[config.mk]
export PLATFORM = sky130hd
export DESIGN_NAME = modular_exponentiation_unit
export DESIGN_NICKNAME = d
export VERILOG_FILES = /design/src/sv/mexp_pkg.sv /design/src/sv/modular_exponentiation_unit.sv
export SDC_FILE = /design/constraint.sdc
export NUM_CORES = 1
export LEC_CHECK = 0
export BUFFER_PORTS_ARGS = -buffer_cell sky130_fd_sc_hd__buf_4
export CAP_MARGIN = 20
export CORE_ASPECT_RATIO = 0.7
export CORE_MARGIN = 3
export CORE_UTILIZATION = 25
export CTS_BUF_LIST = sky130_fd_sc_hd__clkbuf_8
export DETAILED_ROUTE_END_ITERATION = 10
export PLACE_DENSITY = 0.39
export SLEW_MARGIN = 20
export SYNTH_ARGS = -nofsm -noshare
export SYNTH_HDL_FRONTEND = slang
export SYNTH_SLANG_ARGS = --single-unit
[constraint.sdc]
create_clock -name aclk -period 6.73 [get_ports aclk]
set_clock_uncertainty 0.15 [all_clocks]
set_input_delay 0.673 -clock aclk [delete_from_list [all_inputs] [get_ports aclk]]
set_output_delay 0.673 -clock aclk [all_outputs]
set_load 0.05 [all_outputs]
[src/sv/mexp_pkg.sv]
// Shared widths, constants and controller state encoding for the modular exponentiation unit.
package mexp_pkg;

    localparam int FIELD_W = 63;   // base and exponent width
    localparam int WORD_W  = 32;   // modulus and result width
    localparam int CNT_W   = 6;    // bit counter, covers FIELD_W - 1

    localparam logic [WORD_W-1:0] MODULUS_RESET = 32'd1000000007;
    localparam logic [CNT_W-1:0]  REDUCE_LAST   = 6'(FIELD_W - 1);
    localparam logic [CNT_W-1:0]  MUL_LAST      = 6'(WORD_W - 1);

    typedef enum logic [4:0] {
        ST_IDLE   = 5'b00001,
        ST_REDUCE = 5'b00010,
        ST_BIT    = 5'b00100,
        ST_MUL    = 5'b01000,
        ST_SQUARE = 5'b10000
    } state_t;

endpackage

[src/sv/modular_exponentiation_unit.sv]
// Top level: bit-serial right-to-left square-and-multiply modular exponentiation.
// Sequence: the base is reduced bit by bit first; then per set exponent bit a decision, a multiply
//   and a further decision, and per bit below the highest a squaring (plus a decision for a
//   clear bit).
// Throughput: one request at a time; the shared 32-step shift-add modular multiplier sets the pace.
// Reset: synchronous, active-low aresetn; clears controller and output valid, modulus 1000000007.
module modular_exponentiation_unit (
    input  logic                          aclk,
    input  logic                          aresetn,
    // modulus write channel
    input  logic                          cfg_valid,
    output logic                          cfg_ready,
    input  logic [mexp_pkg::WORD_W-1:0]   cfg_modulus,
    // request channel
    input  logic                          s_valid,
    output logic                          s_ready,
    input  logic [mexp_pkg::FIELD_W-1:0]  s_base,
    input  logic [mexp_pkg::FIELD_W-1:0]  s_exponent,
    // result channel
    output logic                          m_valid,
    input  logic                          m_ready,
    output logic [mexp_pkg::WORD_W-1:0]   m_result
);
    import mexp_pkg::*;

    state_t state_reg, state_next;

    logic [WORD_W-1:0]  mod_reg;        // configured modulus, zero stands for 2^32
    logic [FIELD_W-1:0] base_sh_reg;    // base, shifted out MSB first during reduction
    logic [FIELD_W-1:0] exp_reg;        // exponent, consumed LSB first
    logic [WORD_W-1:0]  red_reg;        // partial remainder of the base
    logic [WORD_W-1:0]  pow_reg;        // current power of the base
    logic [WORD_W-1:0]  acc_reg;        // running result
    logic [WORD_W-1:0]  ma_reg;         // multiplicand, held for the whole multiply
    logic [WORD_W-1:0]  mb_reg;         // multiplier, shifted out MSB first
    logic [WORD_W-1:0]  mr_reg;         // multiply partial result, always below the modulus
    logic [CNT_W-1:0]   cnt_reg;
    logic               out_valid_reg;
    logic [WORD_W-1:0]  result_reg;

    // Effective modulus: a zero register means 2^32, so every reduction wraps at 32 bits.
    logic [WORD_W:0] m_eff;
    assign m_eff = (mod_reg == '0) ? {1'b1, {WORD_W{1'b0}}} : {1'b0, mod_reg};

    // Base reduction step: shift in one base bit, subtract the modulus once if it fits.
    logic [WORD_W:0]   red_s;
    logic [WORD_W+1:0] red_d;
    logic [WORD_W-1:0] red_step;
    assign red_s    = {red_reg, base_sh_reg[FIELD_W-1]};
    assign red_d    = {1'b0, red_s} - {1'b0, m_eff};
    assign red_step = red_d[WORD_W+1] ? red_s[WORD_W-1:0] : red_d[WORD_W-1:0];

    // Interleaved modular multiply step: r = 2r + bit*a, below 3m, then drop m or 2m.
    logic [WORD_W+1:0] mul_s;
    logic [WORD_W+2:0] mul_d1, mul_d2;
    logic [WORD_W-1:0] mul_step;
    assign mul_s  = {1'b0, mr_reg, 1'b0}
                  + {2'b00, (mb_reg[WORD_W-1] ? ma_reg : {WORD_W{1'b0}})};
    assign mul_d1 = {1'b0, mul_s} - {2'b00, m_eff};
    assign mul_d2 = {1'b0, mul_s} - {1'b0, m_eff, 1'b0};

    always_comb begin
        if (!mul_d2[WORD_W+2]) begin
            mul_step = mul_d2[WORD_W-1:0];
        end else if (!mul_d1[WORD_W+2]) begin
            mul_step = mul_d1[WORD_W-1:0];
        end else begin
            mul_step = mul_s[WORD_W-1:0];
        end
    end

    logic cnt_done;
    logic out_free;
    assign cnt_done = (cnt_reg == '0);
    assign out_free = !out_valid_reg || m_ready;

    // Controller: reduce the base, then walk the exponent one bit at a time, LSB first.
    always_comb begin
        state_next = state_reg;
        unique case (state_reg)
            ST_IDLE: begin
                if (s_valid) begin
                    state_next = ST_REDUCE;
                end
            end
            ST_REDUCE: begin
                if (cnt_done) begin
                    state_next = ST_BIT;
                end
            end
            ST_BIT: begin
                if (exp_reg == '0) begin
                    if (out_free) begin
                        state_next = ST_IDLE;
                    end
                end else if (exp_reg[0]) begin
                    state_next = ST_MUL;
                end else if (exp_reg[FIELD_W-1:1] != '0) begin
                    state_next = ST_SQUARE;
                end else begin
                    state_next = ST_BIT;
                end
            end
            ST_MUL: begin
                if (cnt_done) begin
                    state_next = ST_BIT;
                end
            end
            ST_SQUARE: begin
                if (cnt_done) begin
                    state_next = ST_BIT;
                end
            end
            default: begin
                state_next = ST_IDLE;
            end
        endcase
    end

    always_ff @(posedge aclk) begin
        if (!aresetn) begin
            state_reg     <= ST_IDLE;
            out_valid_reg <= 1'b0;
            mod_reg       <= MODULUS_RESET;
        end else begin
            state_reg <= state_next;
            // Config writes must arrive only while idle (the block does not enforce it); take them at once.
            if (cfg_valid) begin
                mod_reg <= cfg_modulus;
            end
            // Drop the result once taken; a new one may land in the same cycle below.
            if (m_ready) begin
                out_valid_reg <= 1'b0;
            end
            if (state_reg == ST_BIT && exp_reg == '0 && out_free) begin
                out_valid_reg <= 1'b1;
            end
        end
    end

    // Datapath registers, no reset needed.
    always_ff @(posedge aclk) begin
        unique case (state_reg)
            ST_IDLE: begin
                if (s_valid) begin
                    base_sh_reg <= s_base;
                    exp_reg     <= s_exponent;
                    red_reg     <= '0;
                    acc_reg     <= {{(WORD_W-1){1'b0}}, 1'b1};
                    cnt_reg     <= REDUCE_LAST;
                end
            end
            ST_REDUCE: begin
                red_reg     <= red_step;
                base_sh_reg <= {base_sh_reg[FIELD_W-2:0], 1'b0};
                cnt_reg     <= cnt_reg - 1'b1;
                if (cnt_done) begin
                    pow_reg <= red_step;
                end
            end
            ST_BIT: begin
                if (exp_reg == '0) begin
                    if (out_free) begin
                        result_reg <= acc_reg;
                    end
                end else if (exp_reg[0]) begin
                    // Multiply the running result by the power; retire the bit.
                    ma_reg     <= pow_reg;
                    mb_reg     <= acc_reg;
                    mr_reg     <= '0;
                    cnt_reg    <= MUL_LAST;
                    exp_reg[0] <= 1'b0;
                end else begin
                    // Advance to the next bit; square only if bits remain.
                    exp_reg <= {1'b0, exp_reg[FIELD_W-1:1]};
                    ma_reg  <= pow_reg;
                    mb_reg  <= pow_reg;
                    mr_reg  <= '0;
                    cnt_reg <= MUL_LAST;
                end
            end
            ST_MUL: begin
                mr_reg  <= mul_step;
                mb_reg  <= {mb_reg[WORD_W-2:0], 1'b0};
                cnt_reg <= cnt_reg - 1'b1;
                if (cnt_done) begin
                    acc_reg <= mul_step;
                end
            end
            ST_SQUARE: begin
                mr_reg  <= mul_step;
                mb_reg  <= {mb_reg[WORD_W-2:0], 1'b0};
                cnt_reg <= cnt_reg - 1'b1;
                if (cnt_done) begin
                    pow_reg <= mul_step;
                end
            end
            default: begin
                cnt_reg <= '0;
            end
        endcase
    end

    assign s_ready   = (state_reg == ST_IDLE);
    assign cfg_ready = 1'b1;
    assign m_valid   = out_valid_reg;
    assign m_result  = result_reg;

endmodule

# Word level (Yosys, flattened, before mapping)
# Index checks and enable logic that the tools add are counted.
dict set report word_totals {
  output_inout_bits 35
  word_cells 95
  regBits 394
  input_bits 163
}
dict set report classes {
  bitwise_logic 1
  eq_ne 13
  mux 36
  n_reduce_logical 26
  n_addsub 5
}
# op count
set op_table {}
lappend op_table {{$mux W32} 11}
lappend op_table {{$pmux W32 S2} 5}
lappend op_table {{$pmux W63 S2} 2}
lappend op_table {{$mux W63} 3}
lappend op_table {{$logic_not A63 Y1} 1}
lappend op_table {{$mux W62} 1}
lappend op_table {{$reduce_bool A62 Y1} 1}
lappend op_table {{$sub A34 B33 Y35} 1}
lappend op_table {{$sub A34 B34 Y35} 1}
lappend op_table {{$add A33 B32 Y34} 1}
lappend op_table {{$sub A33 B33 Y34} 1}
lappend op_table {{$mux W33} 1}
lappend op_table {{$logic_not A32 Y1} 1}
lappend op_table {{$mux W5} 6}
lappend op_table {{$pmux W6 S3} 1}
lappend op_table {{$pmux W5 S3} 1}
lappend op_table {{$reduce_and A3 Y1} 5}
lappend op_table {{$mux W6} 2}
lappend op_table {{$ne A2 B2 Y1 const B} 6}
lappend op_table {{$reduce_bool A2 Y1} 6}
lappend op_table {{$reduce_and A2 Y1} 4}
lappend op_table {{$logic_not A6 Y1} 1}
lappend op_table {{$sub A6 B1 Y6 const B} 1}
lappend op_table {{$eq A5 B1 Y1 const B} 1}
lappend op_table {{other kinds (14)} 17}

# Longest topological paths before layout
# Gate-level depths: netlist of run 1.
dict set report logic_depth {
  word_depth 7
  mapped_depth 27
}

# Worst setup path after synthesis of run 1
# OpenSTA, ideal clock, no wires.
dict set report synth_path {
  kind {reg-to-reg}
  from {reg state_reg[4]}
  to {reg exp_reg[10] (enable)}
  required_ns 6.004
  path_slack_ns 0.161
  synth_period_minus_slack_ns 6.569
  setup_time_ns 0.576
  arrival_ns 5.842
  stages_incl_launch_ff 7
  path_cell_list {dfxtp_1 > nor3_1 > and3b_1 > clkbuf_1 > nor2_1 > nor2b_1 > a21boi_0}
}
dict set report synth_via {
  elab_chain_cells 3
  elab_cells_between_ends 7
  classes_between {eq/ne: 5; reduce/logical: 2}
}
# item line
set synth_lines {}
lappend synth_lines {{start: declaration} modular_exponentiation_unit.sv:26} ;# state_t state_reg, state_next;
lappend synth_lines {{start signal: assignment} modular_exponentiation_unit.sv:126} ;# state_reg <= state_next;
lappend synth_lines {{$eq A5 B3 Y1 / $eq A5 B1 Y1 (equally long branches)} modular_exponentiation_unit.sv:143} ;# unique case (state_reg)
lappend synth_lines {{$ne A2 B2 Y1 (no line) / $reduce_bool A2 Y1 (equally long branches)} n/a}
lappend synth_lines {{$reduce_and A4 Y1 (no line) *} n/a}
lappend synth_lines {{end signal: assignment} modular_exponentiation_unit.sv:147} ;# exp_reg <= s_exponent;
lappend synth_lines {{end signal: assignment} modular_exponentiation_unit.sv:175} ;# exp_reg <= {1'b0, exp_reg[FIELD_W-1:1]};
lappend synth_lines {{end: declaration} modular_exponentiation_unit.sv:30} ;# logic [FIELD_W-1:0] exp_reg;
# Every way passes the cells marked *; elsewhere a longest branch is shown, timed or not.
# A chain may end at the register's enable or synchronous reset.

# Final worst setup path of run 1
dict set report layout_path {
  from {reg mb_reg[31]}
  to {reg pow_reg[3] (data pin)}
}
dict set report layout_via {
  elab_chain_cells 7
  elab_cells_between_ends 8
  classes_between {add/sub: 3; mux: 5}
}
# item line
set layout_lines {}
lappend layout_lines {{start: declaration} modular_exponentiation_unit.sv:35} ;# logic [WORD_W-1:0] mb_reg;
lappend layout_lines {{start signal: assignment} modular_exponentiation_unit.sv:169} ;# mb_reg <= acc_reg;
lappend layout_lines {{start signal: assignment} modular_exponentiation_unit.sv:177} ;# mb_reg <= pow_reg;
lappend layout_lines {{start signal: assignment} modular_exponentiation_unit.sv:184} ;# mb_reg <= {mb_reg[WORD_W-2:0], 1'b0};
lappend layout_lines {{$mux W32 *} modular_exponentiation_unit.sv:58} ;# + {2'b00, (mb_reg[WORD_W-1] ? ma_reg : {WORD_W{1'b0}})};
lappend layout_lines {{$add A33 B32 Y34 *} modular_exponentiation_unit.sv:58}
lappend layout_lines {{$sub A34 B33 Y35} modular_exponentiation_unit.sv:59} ;# assign mul_d1 = {1'b0, mul_s} - {2'b00, m_eff};
lappend layout_lines {{$mux W32} modular_exponentiation_unit.sv:65} ;# end else if (!mul_d1[WORD_W+2]) begin
lappend layout_lines {{$mux W32 *} modular_exponentiation_unit.sv:63} ;# if (!mul_d2[WORD_W+2]) begin
lappend layout_lines {{$mux W32 *} modular_exponentiation_unit.sv:194} ;# if (cnt_done) begin
lappend layout_lines {{$pmux W32 S2 *} modular_exponentiation_unit.sv:143}
lappend layout_lines {{end signal: assignment} modular_exponentiation_unit.sv:158} ;# pow_reg <= red_step;
lappend layout_lines {{end signal: assignment} modular_exponentiation_unit.sv:195} ;# pow_reg <= mul_step;
lappend layout_lines {{end: declaration} modular_exponentiation_unit.sv:32} ;# logic [WORD_W-1:0] pow_reg;
# Every way passes the cells marked *; elsewhere a longest branch is shown, timed or not. The select of a mux whose other input is x is not followed.

==> results of run 1 <==
-- layer usage --
layer	routed length (µm)	global-route usage, %	vias up
met3	2620	2.64	91
met2	31600	22.2	322
met1	35200	20.5	8605
met5	0	0	-
li1	-	-	8724
met4	1590	3.71	0
-- cell usage after synthesis, types with 4 or more instances --
cell type	count
or3_1	10
ha_1	131
a311o_1	5
nand2_1	327
o31a_1	4
fa_1	4
nand2b_1	18
a31oi_1	16
nor2b_1	44
mux2_2	75
nand3b_1	9
a21oi_1	121
o2111ai_1	6
a21boi_0	7
a211oi_1	14
o21bai_1	10
nor3_1	22
a21o_1	59
and2_1	47
nand3_1	25
mux2i_1	110
nor4_1	28
dfxtp_1	38
a211o_1	8
xnor2_1	67
nor2_1	161
o21ai_1	9
buf_1	6
o21a_1	26
nand4_1	13
edfxtp_1	356
o21ai_0	130
inv_1	81
and3_1	14
buf_2	8
o211ai_1	25
xor2_1	34
o31ai_1	8
a2111oi_0	4
clkbuf_1	68
-- final cells by class --
cell class                      count  area share, %
Tap cell                         1222           5.39
Sequential cell                   394           40.4
Clock inverter                     55           1.22
Multi-Input combinational cell   1654           39.7
Inverter                           81           1.07
Clock buffer                       79           3.83
Antenna cell                        1        0.00883
Timing Repair Buffer              309           8.41
-- path summary, 6_finish.rpt --
kind                                            start                        to  slack [ns]
worst min register to register  pow_reg[30]$_DFFE_PP_      ma_reg[30]$_DFFE_PP_        0.29
worst min-delay path                  cfg_modulus[17]  mod_reg[17]$_SDFFE_PN1P_        0.09
worst max-delay path             mb_reg[31]$_DFFE_PP_      pow_reg[3]$_DFFE_PP_        0.35
worst max register to register   mb_reg[31]$_DFFE_PP_      pow_reg[3]$_DFFE_PP_        0.35
-- cells by family (layout without fill, tap and decap cells) --
kind of cell             after synthesis  in the layout  synth area share, %
AO/OA/AOI/OAI                        489            489                 13.5
XOR/XNOR                             102            102                 3.90
adder cells (fa/ha/maj)              136            136                 7.44
buffers and inverters                166            524                 2.79
flip-flops                           394            394                 49.3
multiplexers                         185            185                 8.37
other                                  1              2               0.0161
AND/OR/NAND/NOR                      741            741                 14.7
-- power by group --
| group | internal [mW] | switching, mW | leakage (nW) |
|---|---|---|---|
| clock network | 1.21 | 1.12 | 0.843 |
| registers | 2.87 | 0.0773 | 3.74 |
| logic | 0.437 | 0.626 | 7.15 |
| total | 4.52 | 1.82 | 11.7 |
-- stage by stage --
| stage | hold slack [ns] | worst slack, ns | util, % | cells |
|---|---|---|---|---|
| finish | 0.0896 | 0.349 | 31.1 | 3795 |
| global route | 0.0225 | 0.00345 | 31.1 | 3795 |
| CTS | 0.00144 | 0.0999 | 31.1 | 3794 |
| detailed placement | 0.284 | 0.167 | 29.5 | 3654 |
| global placement | 0.288 | 0.159 | 29.5 | 3654 |
| floorplan | 0.276 | 0.161 | - | 2214 |
-- tightest hold or removal path, delay by kind of cell --
kind	cells	cell delay [ns]
simple gates	1	0.04
compound gates	1	0.06
buf+inv	1	0.08
-- timing repair --
item	CTS	global route
hold endpoints to repair	6	0
endpoints found under the setup margin	0	62
resized for setup	0	4
setup buffers	0	0
hold buffers	6	0
==> metrics.md, run 1 <==
| Metric | Value |
|---|---|
| CP delay by family, top | compound AO/OA/AOI/OAI gates |
| Worst Hold Class | in -> reg |
| Die Height | 261 µm |
| Final Max Slew Viols | 0 |
| Slowest-stage cell, CP | or4_1 |
| Period utilization | 94.8% |
| Slew HR | 30.0% |
| Worst path most repeated cell | a21o_1 |
| Final WL | 71000 µm |
| CP max FO | 32 |
| Area Overhead vs Synth | 22.0% |
| Wire per inst | 18.7 µm |
| Synth top area share | 46.0% |
| # setup viols final | 0 |
| Vias per inst | 4.68 |
| Minimum clock period | 6.38 ns |
| Initial antenna violation count | 2 |
| Global route overflow | 0 |
| Starting Density | 25.5% |
| Clock sink count | 394 |
| Gate count after technology mapping | 2214 |
| Drt first pass iters | 5 |
| CP max stage delay | 0.58 ns |
| Worst slew pin tran | 1.04 ns |
| Clock buffer depth | 3 |
| Syn Std Cell Area | 0.0232 mm² |
| RSZ-0062 raised after global routing | no |
| CTS Buf Count | 73 |
| Synthesis warning total | 0 |
| Via Count | 17700 |
| Arr. time, crit path | 6.61 ns |
| Pwr Density | 224 mW/mm² |
| Most common cell after layout, fill and taps aside | edfxtp_1 |
| Fin Setup TNS | 0 ns |
| Synth cell types | 85 |
| IO Port Bufs | 196 |
| Drt drc | 0 |
| Register area | 0.0115 mm² |
| Die ar. | 0.0967 mm² |
| TritonCTS clock tree | yes |
| Commonest non-fill, non-tap cells in the layout | edfxtp_1, nand2_1, buf_4 |
| Synth area leader | edfxtp_1 |
| Worst-case reg-to-reg path depth | 26 |
| Initial drt markers | 1115 |
| Status | completed |
| Leading post-synthesis cells by cell area | edfxtp_1, ha_1, nand2_1, mux2i_1, mux2_2 |
| GPL Wtd Cong | 0.882 |
| EDFF count, synth | 356 |
| Critical Path Stages | 26 |
| Avg Cell Area, Syn | 10.5 µm² |
| Overall power | 6.35 mW |
| Fmax | 157 MHz |
| VDD IR max | 0.0000974 V |
| Share of post-route cells with drive strength above 1 | 19.6% |
| Sequential area share after synthesis | 49.3% |
| WHS Path Cells | 3 |
| Root buffer cell | clkbuf_8 |
| First-pass GRT wire length | 107000 µm |
| Routed Antenna Nets | 0 |
| Synthesized Nets | 2512 |
| Asr flop ratio synth | 0% |
| Critical path required time | 6.96 ns |
| Vias in the first global route | 17700 |
| Top FF cell, synth | edfxtp_1 |
| Sum of buffers and inverters on the critical path | 4 |
| Gr usage total | 14.3% |
| Hpwl dp | 53400 µm |
| Post-DP Area | 0.0268 mm² |
| Post-route design area | 0.0284 mm² |
| Clk_lat worst skew | 0.67 ns |
| Kind of critical path | reg -> reg |
| Layout net count | 2811 |
| Leakage dissipation | 11.7 nW |
| Clk slew on worst S/H paths | 0.06 ns |
| Core ar. | 0.0911 mm² |
| H-Tree Depth | 3 |
| Fill cells | 9418 |
| Combined area of the multi-input logic cells | 0.0112 mm² |
| Max Cap Viol | 0 |
| Post-synthesis register bit count | 394 |
| Die width | 370 µm |
| IO Count | 198 |
| Setup crit start kind | flip-flop |
| Crit. End Element | flip-flop |
| Rows | 92 |
| Largest net degree at the start of global routing | 69 |
| Final Hold Fails | 0 |
No activity file was read; power rests on OpenSTA's default activity.
==> run 2, diff against run 1 <==
--- a/config.mk
+++ b/config.mk
@@ -14,3 +14,3 @@
 export DETAILED_ROUTE_END_ITERATION = 10
-export PLACE_DENSITY = 0.39
+export PLACE_DENSITY = 0.38
 export SLEW_MARGIN = 20
==> constraint.sdc (replaced) <==
create_clock -name aclk -period 7.8 [get_ports aclk]
set_clock_uncertainty 0.15 [all_clocks]
set_input_delay 0.39 -clock aclk [delete_from_list [all_inputs] [get_ports aclk]]
set_output_delay 0.39 -clock aclk [all_outputs]
set_load 0.05 [all_outputs]
==> run 2 against run 1 <==
  * Sequential power shrank 14%
  * Register-to-register slack gained 0.16 ns
  * Setup slack gained 0.16 ns
  * Via count grew 3.2%
  * Wire length grew 3.4%
  * Flip-flop and latch count is the same
  * Core utilization grew 1.3 points
  * Worst hold slack gained 0.13 ns
  * Largest power group unchanged
  * Highest routed layer unchanged
==> metrics.md, run 2 (same netlist as run 1, synthesis figures left out) <==
| Metric | Value |
|---|---|
| H-Tree Depth | 3 (unchanged) |
| VDD IR max | 0.0000891 V (-8.4%) |
| First-pass GRT wire length | 111000 µm (+4.2%) |
| Hpwl dp | 54300 µm (+1.6%) |
| Vias in the first global route | 18400 (+4.1%) |
| Clock sink count | 394 (unchanged) |
| Worst-case reg-to-reg path depth | 25 (-3.8%) |
| Via Count | 18300 (+3.2%) |
| Switch Pwr | 1.59 mW (-13%) |
| Global route overflow | 0 (unchanged) |
| Layout net count | 2924 (+4.0%) |
| Period utilization | 93.5% (-1.3 points) |
| Max Cap Viol | 0 (unchanged) |
| Combined area of the multi-input logic cells | 0.0112 mm² (-0.22%) |
| Most common cell after layout, fill and taps aside | edfxtp_1 |
| Initial drt markers | 1115 (unchanged) |
| Fill cells | 9386 (-0.34%) |
| Final WL | 73300 µm (+3.4%) |
| R2R Path Start | mb_reg[31]$_DFFE_PP_ |
| Largest net degree at the start of global routing | 70 (+1.4%) |
| Starting Density | 25.5% (unchanged) |
| Register area | 0.0115 mm² (unchanged) |
| Root buffer cell | clkbuf_8 |
| Drt first pass iters | 4 (-1) |
| IO Port Bufs | 196 (unchanged) |
| Clock buffer depth | 3 (unchanged) |
| CTS Buf Count | 74 (+1.4%) |
| Fin Setup TNS | 0 ns (unchanged) |
| WHS Path Cells | 3 (unchanged) |
| Leakage dissipation | 12.1 nW (+2.8%) |
| Worst Hold Launch | cfg_valid |
| Drt drc | 0 (unchanged) |
| Crit. End Element | flip-flop |
| Post-DP Area | 0.0263 mm² (-2.2%) |
| Worst Hold Class | in -> reg |
| CP max FO | 20 (-38%) |
| Final Hold Fails | 0 (unchanged) |
| Pwr Density | 185 mW/mm² (-17%) |
| Share of post-route cells with drive strength above 1 | 16.0% (-3.6 points) |
| Wire per inst | 18.8 µm (+0.42%) |
| Post-placement setup slack | 0.555 ns (+0.388 ns) |
| GPL Wtd Cong | 0.882 (about the same) |
| Status | completed |
| RSZ-0062 raised after global routing | no |
| Critical path startpoint | mb_reg[31]$_DFFE_PP_ |
| Clk slew on worst S/H paths | 0.06 ns (about the same) |
| Switch share | 29.0% (+0.29 points) |
| Fmax | 137 MHz (-12%) |
| TritonCTS clock tree | yes |
| Overall power | 5.47 mW (-14%) |
| Tightest hold margin | 0.220 ns (+0.131 ns) |
| Die width | 370 µm (unchanged) |
| Die ar. | 0.0967 mm² (unchanged) |
| Sequential fraction of design power | 46.5% (about the same) |
| Clk_lat worst skew | 0.68 ns (about the same) |
| # setup viols final | 0 (unchanged) |
| Clock Power Share | 35.7% (-1.1 points) |
| Post-route design area | 0.0295 mm² (+4.2%) |
| Kind of critical path | reg -> reg |
| Minimum clock period | 7.29 ns (+0.911 ns) |
| Setup crit start kind | flip-flop |
| IO Count | 198 (unchanged) |
| Slew HR | 24.9% (-5.2 points) |
| CTS-repair resized insts | 0 (unchanged) |
| Routed Antenna Nets | 0 (unchanged) |
| Internal power | 3.88 mW (-14%) |
| Final Max Slew Viols | 0 (unchanged) |
| Area Overhead vs Synth | 27.1% |
| Arr. time, crit path | 7.52 ns (+0.91 ns) |
| Worst slew pin tran | 1.12 ns (+0.0753 ns) |
| Critical path required time | 8.03 ns (+1.07 ns) |
| Core ar. | 0.0911 mm² (unchanged) |
| Gate power share | 17.8% (+1.0 points) |
| Gr usage total | 15.0% (+0.61 points) |
| Commonest non-fill, non-tap cells in the layout | edfxtp_1, nand2_1, buf_4 |
| Initial antenna violation count | 2 (unchanged) |
| Rows | 92 (unchanged) |
| Die Height | 261 µm (unchanged) |
| Vias per inst | 4.69 (+0.25%) |
| Final worst slack | 0.509 ns (+0.159 ns) |
## run 2: changes by cell type in the layout (fill, tap and decap cells not counted), moves of 2 or more
cell | previous run | this run
dlygate4sd3_1 | 6 | 188
buf_4 | 299 | 231
inv_1 | 110 | 101
clkinv_1 | 8 | 15
clkbuf_8 | 79 | 76
diode_2 | 1 | 4
a21oi_1 | 117 | 119
a21oi_2 | 2 | 0
buf_12 | 4 | 2
clkinv_2 | 9 | 11
inv_6 | 1 | 3
inv_8 | 2 | 0
## run 2: cell type report
| class | count | share of cell area (%) |
|---|---|---|
| Antenna cell | 4 | 0.0339 |
| Clock buffer | 76 | 3.54 |
| Clock inverter | 54 | 1.06 |
| Inverter | 81 | 1.03 |
| Multi-Input combinational cell | 1654 | 38.0 |
| Sequential cell | 394 | 38.8 |
| Tap cell | 1222 | 5.18 |
| Timing Repair Buffer | 421 | 12.4 |
## run 2: worst max-delay path: stages (launching register included)
cell and delay (ns):
edfxtp_1 0.57, and2_1 0.20, ha_1 0.18, inv_1 0.06, fa_1 0.40, nor2b_1 0.22
o31a_1 0.26, o311ai_1 0.14, buf_4 0.16, o21ai_0 0.32, a21o_1 0.17, a21oi_1 0.08
xnor2_1 0.34, ha_1 0.36, a21o_1 0.21, a21o_1 0.18, a21oi_1 0.15, o21ai_0 0.22
o31ai_1 0.29, buf_4 0.20, o31a_1 0.32, or3_1 0.53, nand2_4 0.34, mux2_2 0.37
mux2i_1 0.33, mux2i_1 0.20
## run 2: power by group through the flow
| stage | clock network [mW] | registers, mW | logic, mW |
|---|---|---|---|
| floorplan | 0 | 2.58 | 0.594 |
| global placement | 0 | 2.59 | 0.903 |
| detailed placement | 0 | 2.59 | 0.905 |
| CTS | 2.05 | 2.55 | 0.989 |
| global route | 2.13 | 2.56 | 1.08 |
| finish | 1.95 | 2.55 | 0.973 |
## run 2: through the flow
| stage | instances | utilization, % |
|---|---|---|
| after global placement | 3582 | 28.8 |
| after floorplan | 2214 | - |
| after CTS | 3900 | 32.4 |
| final | 3906 | 32.4 |
| after detailed placement | 3582 | 28.8 |
| after global routing | 3905 | 32.4 |
## run 2: path summary, 6_finish.rpt
path	to	slack (ns)
setup reg to reg	pow_reg[14]$_DFFE_PP_	0.51
hold / removal	mod_reg[4]$_SDFFE_PN0P_	0.22
setup / recovery	pow_reg[14]$_DFFE_PP_	0.51
hold reg to reg	ma_reg[20]$_DFFE_PP_	0.30
## run 2: per-layer routing
| layer | GRT usage, % | routed length, µm | vias to the layer above |
|---|---|---|---|
| met5 | 0 | 0 | - |
| met4 | 4.81 | 2150 | 0 |
| met3 | 2.63 | 2620 | 109 |
| met2 | 22.9 | 32100 | 326 |
| met1 | 21.3 | 36400 | 8933 |
| li1 | - | - | 8939 |
## run 2: repair_timing
action                                 4_1_cts  5_1_grt
buffers inserted                             0        2
setup endpoints to repair                    0        3
endpoints found under the hold margin      164        0
hold buffers                               188        0
